### config.mk
export PLATFORM = sky130hd
export DESIGN_NAME = multiplexed_decimal_display_driver_core_flat
export DESIGN_NICKNAME = d
export VERILOG_FILES = /design/src/rtl/mddd_pkg.sv /design/src/rtl/mddd_if.sv /design/src/rtl/mddd_cfg.sv /design/src/rtl/mddd_div10.sv /design/src/rtl/multiplexed_decimal_display_driver_core.sv /design/src/flat_wrapper.sv
export VERILOG_INCLUDE_DIRS = /design/src /design/src/rtl
export SDC_FILE = /design/constraint.sdc
export NUM_CORES = 1
export LEC_CHECK = 0
export ABC_AREA = 1
export ABC_CLOCK_PERIOD_IN_PS = 11300
export BUFFER_PORTS_ARGS = -buffer_cell sky130_fd_sc_hd__buf_2
export CORE_MARGIN = 2
export CORE_UTILIZATION = 40
export CTS_CLUSTER_DIAMETER = 30
export DETAILED_ROUTE_END_ITERATION = 8
export HOLD_SLACK_MARGIN = 0.02
export PLACE_DENSITY = 0.55
export SLEW_MARGIN = 20
export SYNTH_ARGS = -nofsm -noshare
export SYNTH_HDL_FRONTEND = slang
export SYNTH_HIERARCHICAL = 1
export SYNTH_SLANG_ARGS = --single-unit
export TNS_END_PERCENT = 5
### constraint.sdc
create_clock -name clk -period 11.3 [get_ports clk]
set_clock_uncertainty 0.1 [all_clocks]
set_input_delay 2.26 -clock clk [delete_from_list [all_inputs] [get_ports clk]]
set_output_delay 2.26 -clock clk [all_outputs]
set_load 0.03 [all_outputs]
### src/rtl/assert_macros.svh
// Assertion macros shared by the display driver RTL.
`ifndef ASSERT_MACROS_SVH
`define ASSERT_MACROS_SVH

// Check a property on every rising clock edge outside reset.
`define ASSERT_PROP(label, prop, msg) \
    label: assert property (@(posedge clk) disable iff (!rst_n) (prop)) else $error(msg);

// Check that a condition never holds outside reset.
`define ASSERT_NEVER(label, cond, msg) \
    label: assert property (@(posedge clk) disable iff (!rst_n) !(cond)) else $error(msg);

`endif

### src/rtl/mddd_pkg.sv
// Types, register map and segment decode for the display driver.
package mddd_pkg;

    localparam int APB_ADDR_W   = 3;
    localparam int REG_IDX_BIT  = 2;

    // Register indexes
    localparam logic REG_DIGIT_COUNT = 1'b0;
    localparam logic REG_DWELL_TICKS = 1'b1;

    localparam logic [2:0]  DIGIT_COUNT_RST = 3'd6;
    localparam logic [15:0] DWELL_TICKS_RST = 16'd1000;

    localparam logic [7:0]  SEL_ALL_OFF = 8'hFF;

    // Exact floor(v / 10) for any v below 2**32: (v * RECIP_10) >> RECIP_SHIFT
    localparam logic [31:0] RECIP_10    = 32'hCCCC_CCCD;
    localparam int          RECIP_SHIFT = 35;

    typedef struct packed {
        logic [2:0]  digit_count;
        logic [15:0] dwell_ticks;
    } cfg_t;

    // Active-low gfedcba pattern; codes above nine fold back modulo ten.
    function automatic logic [6:0] seg_of(input logic [3:0] digit);
        logic [6:0] seg;
        unique case (digit)
            4'd0, 4'd10: seg = 7'h40;
            4'd1, 4'd11: seg = 7'h79;
            4'd2, 4'd12: seg = 7'h24;
            4'd3, 4'd13: seg = 7'h30;
            4'd4, 4'd14: seg = 7'h19;
            4'd5, 4'd15: seg = 7'h12;
            4'd6:        seg = 7'h02;
            4'd7:        seg = 7'h78;
            4'd8:        seg = 7'h00;
            default:     seg = 7'h10;
        endcase
        return seg;
    endfunction

endpackage

### src/rtl/mddd_if.sv
// Stream interfaces for display driver items and results.
interface mddd_in_if #(parameter int VALUE_WIDTH = 24);
    logic                   valid;
    logic                   ready;
    logic                   action;
    logic [VALUE_WIDTH-1:0] value;

    modport source (output valid, action, value, input ready);
    modport sink   (input valid, action, value, output ready);
endinterface

interface mddd_out_if;
    logic       valid;
    logic       ready;
    logic [6:0] segments;
    logic [7:0] digit_select;

    modport source (output valid, segments, digit_select, input ready);
    modport sink   (input valid, segments, digit_select, output ready);
endinterface

### src/rtl/mddd_cfg.sv
// APB register block holding digit count and dwell time.
module mddd_cfg (
    input  logic                            clk,
    input  logic                            rst_n,
    input  logic                            psel,
    input  logic                            penable,
    input  logic                            pwrite,
    input  logic [mddd_pkg::APB_ADDR_W-1:0] paddr,
    input  logic [31:0]                     pwdata,
    output logic [31:0]                     prdata,
    output logic                            pready,
    output mddd_pkg::cfg_t                  cfg
);
    import mddd_pkg::*;

    logic [2:0]  digit_count_reg;
    logic [15:0] dwell_ticks_reg;
    logic        wr_en;
    logic        reg_idx;

    assign pready  = 1'b1;
    assign wr_en   = psel && penable && pwrite && pready;
    assign reg_idx = paddr[REG_IDX_BIT];

    always_ff @(posedge clk or negedge rst_n)
    begin
        if (!rst_n)
        begin
            digit_count_reg <= DIGIT_COUNT_RST;
            dwell_ticks_reg <= DWELL_TICKS_RST;
        end
        else if (wr_en)
        begin
            unique case (reg_idx)
                REG_DIGIT_COUNT: digit_count_reg <= pwdata[2:0];
                REG_DWELL_TICKS: dwell_ticks_reg <= pwdata[15:0];
            endcase
        end
    end

    always_comb
    begin
        unique case (reg_idx)
            REG_DIGIT_COUNT: prdata = {29'd0, digit_count_reg};
            REG_DWELL_TICKS: prdata = {16'd0, dwell_ticks_reg};
        endcase
    end

    assign cfg.digit_count = digit_count_reg;
    assign cfg.dwell_ticks = dwell_ticks_reg;

endmodule

### src/rtl/mddd_div10.sv
// Shared divide-by-ten unit: registered reciprocal multiply, then quotient and remainder.
module mddd_div10 #(
    parameter int VALUE_WIDTH = 24
) (
    input  logic                   clk,
    input  logic                   en,
    input  logic [VALUE_WIDTH-1:0] dividend,
    output logic [VALUE_WIDTH-1:0] quotient,
    output logic [3:0]             remainder
);
    import mddd_pkg::*;

    localparam int PROD_W = VALUE_WIDTH + 32;
    localparam int QUOT_W = PROD_W - RECIP_SHIFT;

    logic [PROD_W-1:0]      prod_reg;
    logic [VALUE_WIDTH-1:0] dividend_reg;
    logic [VALUE_WIDTH-1:0] times_ten;

    // Capture the product and the operand together
    always_ff @(posedge clk)
    begin
        if (en)
        begin
            prod_reg     <= PROD_W'(dividend) * PROD_W'(RECIP_10);
            dividend_reg <= dividend;
        end
    end

    assign quotient  = VALUE_WIDTH'(prod_reg[PROD_W-1:RECIP_SHIFT]);
    assign times_ten = (quotient << 3) + (quotient << 1);
    assign remainder = 4'(dividend_reg - times_ten);

    // QUOT_W is the quotient's natural width; it must leave room for it
    if (QUOT_W < 1)
    begin : g_bad_width
        $error("VALUE_WIDTH too small for the divide-by-ten unit");
    end

endmodule

### src/rtl/multiplexed_decimal_display_driver_core.sv
// Top level of the multiplexed seven-segment display driver.
// Tick item: goes to ST_EMIT, which registers the result once the output slot is free, then back to ST_IDLE.
// Load item: an ST_MUL multiply and an ST_SPLIT split per digit of the effective digit count
// through the shared divide-by-ten unit, then ST_EMIT to register the result.
// The input is not ready while an item is in work or its result waits for the output slot.
// Reset (async, active low): digits zero, scan at digit 0 lit, count 6, dwell 1000.
`include "assert_macros.svh"

module multiplexed_decimal_display_driver_core #(
    parameter int MAX_DIGITS  = 7,
    parameter int VALUE_WIDTH = 24
) (
    input  logic                            clk,
    input  logic                            rst_n,
    input  logic                            psel,
    input  logic                            penable,
    input  logic                            pwrite,
    input  logic [mddd_pkg::APB_ADDR_W-1:0] paddr,
    input  logic [31:0]                     pwdata,
    output logic [31:0]                     prdata,
    output logic                            pready,
    mddd_in_if.sink                         cmd,
    mddd_out_if.source                      disp
);
    import mddd_pkg::*;

    localparam int POS_W = (MAX_DIGITS > 1) ? $clog2(MAX_DIGITS) : 1;
    localparam logic [3:0] MAX_CNT  = 4'(MAX_DIGITS);
    localparam logic [2:0] LAST_SEL = 3'(MAX_DIGITS - 1);

    // Sequencer states
    localparam logic [1:0] ST_IDLE  = 2'd0;
    localparam logic [1:0] ST_MUL   = 2'd1;
    localparam logic [1:0] ST_SPLIT = 2'd2;
    localparam logic [1:0] ST_EMIT  = 2'd3;

    cfg_t cfg;

    logic [1:0]             state_reg, state_next;
    logic [POS_W-1:0]       idx_reg;
    logic [VALUE_WIDTH-1:0] work_reg;
    logic [3:0]             store_reg [MAX_DIGITS];
    logic [POS_W-1:0]       scan_pos_reg;
    logic [15:0]            dwell_cnt_reg;
    logic                   blank_reg;
    logic                   out_valid_reg;
    logic [6:0]             seg_reg;
    logic [7:0]             sel_reg;

    logic                   accept;
    logic                   tick_accept;
    logic                   load_accept;
    logic                   emit_fire;
    logic [3:0]             cnt_raw;
    logic [3:0]             eff_cnt;
    logic [15:0]            eff_dwell;
    logic [16:0]            dwell_inc;
    logic                   dwell_done;
    logic                   pos_wrap;
    logic                   last_digit;
    logic [2:0]             sel_idx;
    logic [VALUE_WIDTH-1:0] quot;
    logic [3:0]             rem;

    mddd_cfg u_cfg (
        .clk     (clk),
        .rst_n   (rst_n),
        .psel    (psel),
        .penable (penable),
        .pwrite  (pwrite),
        .paddr   (paddr),
        .pwdata  (pwdata),
        .prdata  (prdata),
        .pready  (pready),
        .cfg     (cfg)
    );

    // One digit per pass: multiply in ST_MUL, quotient and remainder used in ST_SPLIT
    mddd_div10 #(.VALUE_WIDTH(VALUE_WIDTH)) u_div10 (
        .clk       (clk),
        .en        (state_reg == ST_MUL),
        .dividend  (work_reg),
        .quotient  (quot),
        .remainder (rem)
    );

    // Handshake: take a beat only when the sequencer is free
    assign cmd.ready   = (state_reg == ST_IDLE);
    assign accept      = cmd.valid && cmd.ready;
    assign tick_accept = accept && cmd.action;
    assign load_accept = accept && !cmd.action;

    // The result register frees up either empty or being drained this cycle
    assign emit_fire = (state_reg == ST_EMIT) && (!out_valid_reg || disp.ready);

    // Effective digit count: zero reads as one, anything past the store saturates
    assign cnt_raw = {1'b0, cfg.digit_count};
    always_comb
    begin
        priority if (cnt_raw == 4'd0)
            eff_cnt = 4'd1;
        else if (cnt_raw > MAX_CNT)
            eff_cnt = MAX_CNT;
        else
            eff_cnt = cnt_raw;
    end

    // Effective dwell: zero reads as one tick
    assign eff_dwell  = (cfg.dwell_ticks == 16'd0) ? 16'd1 : cfg.dwell_ticks;
    assign dwell_inc  = {1'b0, dwell_cnt_reg} + 17'd1;
    assign dwell_done = dwell_inc >= {1'b0, eff_dwell};

    // A position left beyond a lowered count still wraps on its next advance
    assign pos_wrap   = (4'(scan_pos_reg) + 4'd1) >= eff_cnt;
    assign last_digit = (4'(idx_reg) + 4'd1) >= eff_cnt;

    always_comb
    begin
        state_next = state_reg;
        unique case (state_reg)
            ST_IDLE:
            begin
                if (load_accept)
                    state_next = ST_MUL;
                else if (tick_accept)
                    state_next = ST_EMIT;
            end
            ST_MUL:   state_next = ST_SPLIT;
            ST_SPLIT: state_next = last_digit ? ST_EMIT : ST_MUL;
            ST_EMIT:  state_next = emit_fire ? ST_IDLE : ST_EMIT;
        endcase
    end

    // Control, scan timing and the digit store
    always_ff @(posedge clk or negedge rst_n)
    begin
        if (!rst_n)
        begin
            state_reg     <= ST_IDLE;
            idx_reg       <= '0;
            scan_pos_reg  <= '0;
            dwell_cnt_reg <= '0;
            blank_reg     <= 1'b0;
            out_valid_reg <= 1'b0;
            for (int i = 0; i < MAX_DIGITS; i++)
            begin
                store_reg[i] <= 4'd0;
            end
        end
        else
        begin
            state_reg <= state_next;

            if (load_accept)
            begin
                idx_reg <= '0;
            end
            else if (state_reg == ST_SPLIT)
            begin
                // Write the low digit, advance unless this was the last one kept
                store_reg[idx_reg] <= rem;
                if (!last_digit)
                    idx_reg <= idx_reg + POS_W'(1);
            end

            // Tick: leave blanking for the next digit, or count dwell toward blanking
            if (tick_accept)
            begin
                if (blank_reg)
                begin
                    blank_reg     <= 1'b0;
                    dwell_cnt_reg <= '0;
                    scan_pos_reg  <= pos_wrap ? '0 : scan_pos_reg + POS_W'(1);
                end
                else if (dwell_done)
                begin
                    blank_reg     <= 1'b1;
                    dwell_cnt_reg <= '0;
                end
                else
                begin
                    dwell_cnt_reg <= dwell_inc[15:0];
                end
            end

            if (emit_fire)
                out_valid_reg <= 1'b1;
            else if (disp.ready)
                out_valid_reg <= 1'b0;
        end
    end

    // Anode of position p sits on select bit MAX_DIGITS-1-p
    assign sel_idx = LAST_SEL - 3'(scan_pos_reg);

    // Payload: running quotient and the registered result
    always_ff @(posedge clk)
    begin
        if (load_accept)
            work_reg <= cmd.value;
        else if (state_reg == ST_SPLIT)
            work_reg <= quot;

        if (emit_fire)
        begin
            seg_reg <= seg_of(store_reg[scan_pos_reg]);
            sel_reg <= blank_reg ? SEL_ALL_OFF : ~(8'd1 << sel_idx);
        end
    end

    assign disp.valid        = out_valid_reg;
    assign disp.segments     = seg_reg;
    assign disp.digit_select = sel_reg;

    `ASSERT_PROP(a_valid_from_emit, $rose(disp.valid) |-> $past(state_reg) == ST_EMIT, "result appeared without an emit step")
    `ASSERT_NEVER(a_idx_range, state_reg == ST_SPLIT && 4'(idx_reg) >= eff_cnt, "digit index ran past the count")
    `ASSERT_PROP(a_blank_one_tick, tick_accept && blank_reg |=> !blank_reg, "blanking lasted more than one tick")
    `ASSERT_PROP(a_load_keeps_scan, load_accept |=> $stable(scan_pos_reg) && $stable(blank_reg), "load disturbed the scan")

endmodule
### src/flat_wrapper.sv
// flat-port wrapper written by rule: the top's interface ports become plain ports
module multiplexed_decimal_display_driver_core_flat import mddd_pkg::*;
#(
    parameter int MAX_DIGITS  = 7,
    parameter int VALUE_WIDTH = 24
)
  (clk, rst_n, psel, penable, pwrite, paddr, pwdata, prdata, pready, cmd_valid, cmd_action, cmd_value, cmd_ready, disp_valid, disp_segments, disp_digit_select, disp_ready);
  mddd_in_if #(.VALUE_WIDTH(VALUE_WIDTH)) cmd_i ();
  mddd_out_if disp_i ();
  input  logic clk;
  input  logic rst_n;
  input  logic psel;
  input  logic penable;
  input  logic pwrite;
  input  logic [mddd_pkg::APB_ADDR_W-1:0] paddr;
  input  logic [31:0] pwdata;
  output logic [31:0] prdata;
  output logic pready;
  input wire logic [$bits(cmd_i.valid)-1:0] cmd_valid;
  input wire logic [$bits(cmd_i.action)-1:0] cmd_action;
  input wire logic [$bits(cmd_i.value)-1:0] cmd_value;
  output wire logic [$bits(cmd_i.ready)-1:0] cmd_ready;
  output wire logic [$bits(disp_i.valid)-1:0] disp_valid;
  output wire logic [$bits(disp_i.segments)-1:0] disp_segments;
  output wire logic [$bits(disp_i.digit_select)-1:0] disp_digit_select;
  input wire logic [$bits(disp_i.ready)-1:0] disp_ready;
  assign cmd_i.valid = cmd_valid;
  assign cmd_i.action = cmd_action;
  assign cmd_i.value = cmd_value;
  assign cmd_ready = cmd_i.ready;
  assign disp_valid = disp_i.valid;
  assign disp_segments = disp_i.segments;
  assign disp_digit_select = disp_i.digit_select;
  assign disp_i.ready = disp_ready;
  multiplexed_decimal_display_driver_core #(.MAX_DIGITS(MAX_DIGITS), .VALUE_WIDTH(VALUE_WIDTH)) u_core (.clk(clk), .rst_n(rst_n), .psel(psel), .penable(penable), .pwrite(pwrite), .paddr(paddr), .pwdata(pwdata), .prdata(prdata), .pready(pready), .cmd(cmd_i), .disp(disp_i));
endmodule
==> results of run 1 <==
==> cell usage after synthesis, drive strengths merged <==
cell type | count | area [sq um]
a31oi | 1 | 6.26
nand3 | 88 | 440
nand4 | 39 | 250
xor2 | 14 | 123
o21bai | 15 | 113
clkbuf | 3 | 11.3
a41o | 1 | 10.0
a22oi | 1 | 7.51
xnor2 | 15 | 131
buf | 33 | 224
mux2 | 24 | 270
o22ai | 3 | 18.8
fa | 172 | 3440
nand3b | 6 | 45.0
dfrtp | 65 | 1630
nor4 | 9 | 68.8
o31ai | 2 | 15.0
and2 | 1 | 6.26
a21oi | 84 | 420
a21o | 5 | 37.5
dfstp | 8 | 210
or2 | 2 | 12.5
conb | 3 | 11.3
nand2 | 460 | 1740
o211ai | 2 | 15.0
a21boi | 4 | 30.0
o21ai | 90 | 454
ha | 253 | 3170
nor2 | 153 | 643
inv | 478 | 1790
nor3 | 14 | 90.1
edfxtp | 64 | 1920
clkinv | 1 | 3.75
==> layout make-up <==
cell class                      instances  share of cell area, %
Timing Repair Buffer                   87                   2.38
Tap cell                              585                   3.86
Sequential cell                       137                   19.8
Clock buffer                           17                   2.24
Multi-Input combinational cell       1478                   61.4
Inverter                              479                   9.48
Clock inverter                         15                  0.831
==> layer usage <==
layer  vias to the layer above  track usage (%)  part of all wire [%]
met5                         -                0                     0
met4                         0             8.56                   3.5
met3                        66             3.06                   3.9
met2                       305             39.5                    47
met1                      6714             30.6                    45
li1                       6775                -                     -
==> worst register-to-register path, stage by stage, from the launching register on <==
cell      delay [ns]
edfxtp_1        0.65
ha_1            0.43
inv_1           0.06
fa_1            0.49
fa_1            0.63
inv_1           0.13
fa_1            0.65
inv_1           0.09
fa_1            0.54
inv_1           0.08
fa_1            0.51
fa_1            0.51
ha_1            0.37
a21oi_1         0.36
o21ai_0         0.21
a21oi_1         0.36
nand3_1         0.29
nand2_1         0.19
nand3b_1        0.13
nand2_1         0.08
nand2_1         0.10
==> final timing paths <==
| kind | startpoint | slack, ns | endpoint | cells past startpoint |
|---|---|---|---|---|
| min reg2reg | u_core/store_reg[21]$_DFFE_PN0P_ | 0.38 | u_core/store_reg[21]$_DFFE_PN0P_ | 2 |
| max reg2reg | u_core/work_reg[0]$_DFFE_PP_ | 4.09 | u_core/u_div10/prod_reg[54]$_DFFE_PP_ | 20 |
| max | u_core/work_reg[0]$_DFFE_PP_ | 4.09 | u_core/u_div10/prod_reg[54]$_DFFE_PP_ | 20 |
| min in group asynchronous | rst_n | 1.93 | u_core/disp.valid$_DFFE_PN0P_ | 2 |
| min | u_core/store_reg[21]$_DFFE_PN0P_ | 0.38 | u_core/store_reg[21]$_DFFE_PN0P_ | 2 |
| max in group asynchronous | rst_n | 8.53 | u_core/u_cfg/dwell_ticks_reg[11]$_DFFE_PN0P_ | 2 |
==> kinds of logic (layout without fill, tap and decap cells) <==
group                    after synthesis  in the layout  synth area share [%]
AO/OA/AOI/OAI                        208            208                  6.49
XOR/XNOR                              29             29                  1.46
adder cells (fa/ha/maj)              425            425                  38.1
buffers and inverters                515            598                  11.7
flip-flops                           137            137                  21.6
multiplexers                          24             24                  1.56
other                                  3             20                0.0648
AND/OR/NAND/NOR                      772            772                  19.0
==> per-stage QoR <==
stage          instances  utilization [%]  worst slack, ns  hold WS, ns
2_1_floorplan       2130                -             5.59        0.346
3_3_place_gp        2766             42.8             4.08        0.361
3_5_place_dp        2766             42.8             4.06        0.369
4_1_cts             2798             44.1             4.05        0.384
5_1_grt             2798             44.1             3.81        0.407
6_report            2798             44.1             4.09        0.378
==> run summary, run 1 <==
n_diodes: 0
commonest non-fill, non-tap cells in the layout: inv_1, nand2_1, ha_1
DRC viols: 0
f_max: 139 MHz
vias in the first global route: 14123
crit start category: flip-flop
register area: 0.00376 sq mm
clk sinks: 137
hold crit path type: flip-flop to flip-flop
DR vias: 13860
WS Path Type: flip-flop to flip-flop
hold_buf cts: 0
Req. time, crit path: 11.38 ns
1st-pass router iterations: 5
post-synthesis sequential area ratio: 21.6%
fin crit share: 63.8%
gr ovfl total: 0
post-CTS sizing: 0
Via density: 4.95
final RePlAce weighted congestion: 0.976
commonest non-fill, non-tap cell in the layout: inv_1
final setup vio count: 0
Fin. Hold Viols: 0
Max Slew Vio Count: 0
Seq cells post-synth: 137
status: complete, no violations
fill count: 4410
Arrival @ worst endpoint: 7.30 ns
Iter 0 DRT Violations: 898
area of the core: 0.0430 sq mm
root buffer cell: clkbuf_16
Setup TNS: 0 ns
Mapped Cells: 2113
nets: 2692
CTS clk-pin slew, worst paths: 0.07 ns
H-tree Lvls: 4
most used cell, CP: fa_1
slowest CP cell: edfxtp_1
Die Area: 0.0451 sq mm
drt wl/cell: 17.8 um
later-pin clock latency in the skew report: 0.46 ns
DRT antenna net count: 0
CTS tree: done
Synth Cell Area: 0.0174 sq mm
DP HPWL: 43000 um
CP top delay family: adder cells
DRT Wirelength: 49900 um
Ports: 117
Ys Warns: 6
Die X-Extent: 212 um
RSZ-0062 raised after global routing: no
max reg flops: 28
PortBufs: 81
Netlist cell types: 46
Die Y: 212 um
critical-path maximum fanout: 6
crit-path max cell delay: 0.65 ns
Critical path buffers and inverters: 4
largest net degree at the start of global routing: 74
Max clock buf depth: 2
share of post-route cells with drive strength above 1: 8.81%
total CTS buffers: 17
GRT Util Overall: 23.3%
MaxCap Viol Count: 0
number of core rows: 76
Syn Area/Cell: 8.22 sq um
postcts setup bufs: 0
antenna violations before repair: 0
design area: 0.0190 sq mm
initial core utilization: 40.4%
fin crit period: 7.21 ns
Rel. slew slack: 35.3%
Layout area overhead: 9.19%
Multi-input gate area: 0.0116 sq mm
cells along the critical path: ha_1 > inv_1 > fa_1 > fa_1 > inv_1 > fa_1 > inv_1 > fa_1 > inv_1 > fa_1 > fa_1 > ha_1 > a21oi_1 > o21ai_0 > a21oi_1 > nand3_1 > nand2_1 > nand3b_1 > nand2_1 > nand2_1
Slew @ Worst Pin: 0.970 ns
first-pass GRT wire length: 78500 um
DP Area: 0.0184 sq mm
Crit. End Element: flip-flop
Power of run 1 is left out: the tool's default activity adds up to more than one toggle a clock period on the data nets, which glitch-free logic cannot reach.
==> inputs of run 2 (changes only) <==
--- a/config.mk
+++ b/config.mk
@@ -7,7 +7,7 @@
 export NUM_CORES = 1
 export LEC_CHECK = 0
 export ABC_AREA = 1
-export ABC_CLOCK_PERIOD_IN_PS = 11300
+export ABC_CLOCK_PERIOD_IN_PS = 7300
 export BUFFER_PORTS_ARGS = -buffer_cell sky130_fd_sc_hd__buf_2
 export CORE_MARGIN = 2
 export CORE_UTILIZATION = 40
==> constraint.sdc (replaced) <==
create_clock -name clk -period 7.3 [get_ports clk]
set_clock_uncertainty 0.1 [all_clocks]
set_input_delay 1.46 -clock clk [delete_from_list [all_inputs] [get_ports clk]]
set_output_delay 1.46 -clock clk [all_outputs]
set_load 0.03 [all_outputs]
==> run summary, run 2 (same netlist as run 1, synthesis figures left out) <==
Ports: 117 (unchanged)
DRT Wirelength: 49900 um (about the same)
fin crit period: 6.75 ns (-0.457 ns)
pre-CTS setup slack: 0.540 ns (-3.52 ns)
Iter 0 DRT Violations: 953 (+6.1%)
nets: 2698 (+0.22%)
WS Path Type: flip-flop to flip-flop
post-CTS sizing: 0 (unchanged)
initial core utilization: 40.4% (unchanged)
DR vias: 13950 (+0.65%)
Final WS setup: 0.545 ns (-3.54 ns)
PortBufs: 81 (unchanged)
met1 GRT Util: 30.9% (+0.26 points)
H-tree Lvls: 4 (unchanged)
M2 GR Usage: 39.4% (-0.079 points)
critical-path maximum fanout: 5 (-1)
Via density: 4.97 (+0.33%)
CTS tree: done
Die X-Extent: 212 um (unchanged)
Arrival @ worst endpoint: 6.81 ns (-0.49 ns)
Max Slew Vio Count: 0 (unchanged)
largest net degree at the start of global routing: 74 (unchanged)
CTS clk-pin slew, worst paths: 0.07 ns (about the same)
Rel. slew slack: 35.2% (-0.15 points)
Fin. Hold Viols: 0 (unchanged)
clk sinks: 137 (unchanged)
MaxCap Viol Count: 0 (unchanged)
final RePlAce weighted congestion: 1.02 (+4.9%)
later-pin clock latency in the skew report: 0.44 ns (-0.02 ns)
first-pass GRT wire length: 78300 um (-0.22%)
Max clock buf depth: 2 (unchanged)
Slew @ Worst Pin: 0.972 ns (+0.00231 ns)
hold_ws: 0.381 ns (+0.00277 ns)
max reg flops: 28 (unchanged)
vias in the first global route: 14077 (-0.33%)
crit start category: flip-flop
share of post-route cells with drive strength above 1: 9.10% (+0.29 points)
gr busiest metal: met2
DRT antenna net count: 0 (unchanged)
status: complete, no violations
root buffer cell: clkbuf_16
total CTS buffers: 17 (unchanged)
DRC viols: 0 (unchanged)
area of the core: 0.0430 sq mm (unchanged)
Layout area overhead: 9.46%
hold crit path type: flip-flop to flip-flop
antenna violations before repair: 1 (+1)
postcts setup bufs: 0 (unchanged)
number of core rows: 76 (unchanged)
commonest non-fill, non-tap cells in the layout: inv_1, nand2_1, ha_1
RSZ-0062 raised after global routing: no
1st-pass router iterations: 6 (+1)
Die Y: 212 um (unchanged)
commonest non-fill, non-tap cell in the layout: inv_1
GRT Util Overall: 23.3% (-0.068 points)
Crit. End Element: flip-flop
fin crit share: 92.5% (+29 points)
f_max: 148 MHz (+6.8%)
final setup vio count: 0 (unchanged)
Setup TNS: 0 ns (unchanged)
gr ovfl total: 0 (unchanged)
DP HPWL: 43000 um (-0.14%)
Die Area: 0.0451 sq mm (unchanged)
grt met3 use: 3.00% (-0.059 points)
drt wl/cell: 17.8 um (-0.37%)
hold_buf cts: 0 (unchanged)
Req. time, crit path: 7.36 ns (-4.02 ns)
[run 2: cell types whose count changed in the layout (fill, tap and decap cells not counted), sizes merged]
cell / change
diode: +3
inv: +1
bufinv: -1
buf: +6
[run 2: path summary, 6_finish.rpt]
kind                                                  start                                     endpoint  slack, ns  cells after the start
min in group asynchronous                             rst_n              u_core/state_reg[0]$_DFFE_PN0P_       1.14                      2
min reg2reg                u_core/store_reg[21]$_DFFE_PN0P_             u_core/store_reg[21]$_DFFE_PN0P_       0.38                      2
min                        u_core/store_reg[21]$_DFFE_PN0P_             u_core/store_reg[21]$_DFFE_PN0P_       0.38                      2
max reg2reg                    u_core/work_reg[4]$_DFFE_PP_        u_core/u_div10/prod_reg[54]$_DFFE_PP_       0.55                     20
max                            u_core/work_reg[4]$_DFFE_PP_        u_core/u_div10/prod_reg[54]$_DFFE_PP_       0.55                     20
max in group asynchronous                             rst_n  u_core/u_cfg/dwell_ticks_reg[0]$_DFFE_PN0P_       5.32                      2
[run 2: per-stage QoR]
step / std cells / cell area, sq um / util (%)
floorplan: 2130 / 17400 / -
global placement: 2772 / 18400 / 42.9
detailed placement: 2772 / 18400 / 42.9
CTS: 2804 / 19000 / 44.2
global route: 2805 / 19000 / 44.2
finish: 2807 / 19000 / 44.2
[run 2: metal layers]
metal  vias to the layer above  part of all wire (%)
met3                        73                   3.9
li1                       6788                     -
met4                         0                   3.2
met5                         -                     0
met2                       309                    48
met1                      6780                    45
[run 2: final cells by class]
type	count	area (sq um)
multi-input combinational	1478	11600
inverter	479	1800
tap	585	732
fill	4445	24000
timing repair buffer	93	495
antenna	3	7.51
sequential	137	3760
clock inverter	15	151
clock buffer	17	425
[run 2: critical path, stage by stage (launching register included)]
cell and delay [ns]:
edfxtp_1 0.49, inv_1 0.08, ha_1 0.34, fa_1 0.54, fa_1 0.61, inv_1 0.13, fa_1 0.65, inv_1 0.10
fa_1 0.56, inv_1 0.07, fa_1 0.50, fa_1 0.51, ha_1 0.39, a21oi_1 0.36, o21ai_0 0.19, a21oi_1 0.21
nand3_1 0.22, nand2_1 0.15, nand3b_1 0.08, nand2_1 0.06, nand2_1 0.14
Power of run 2 is left out for the same reason.
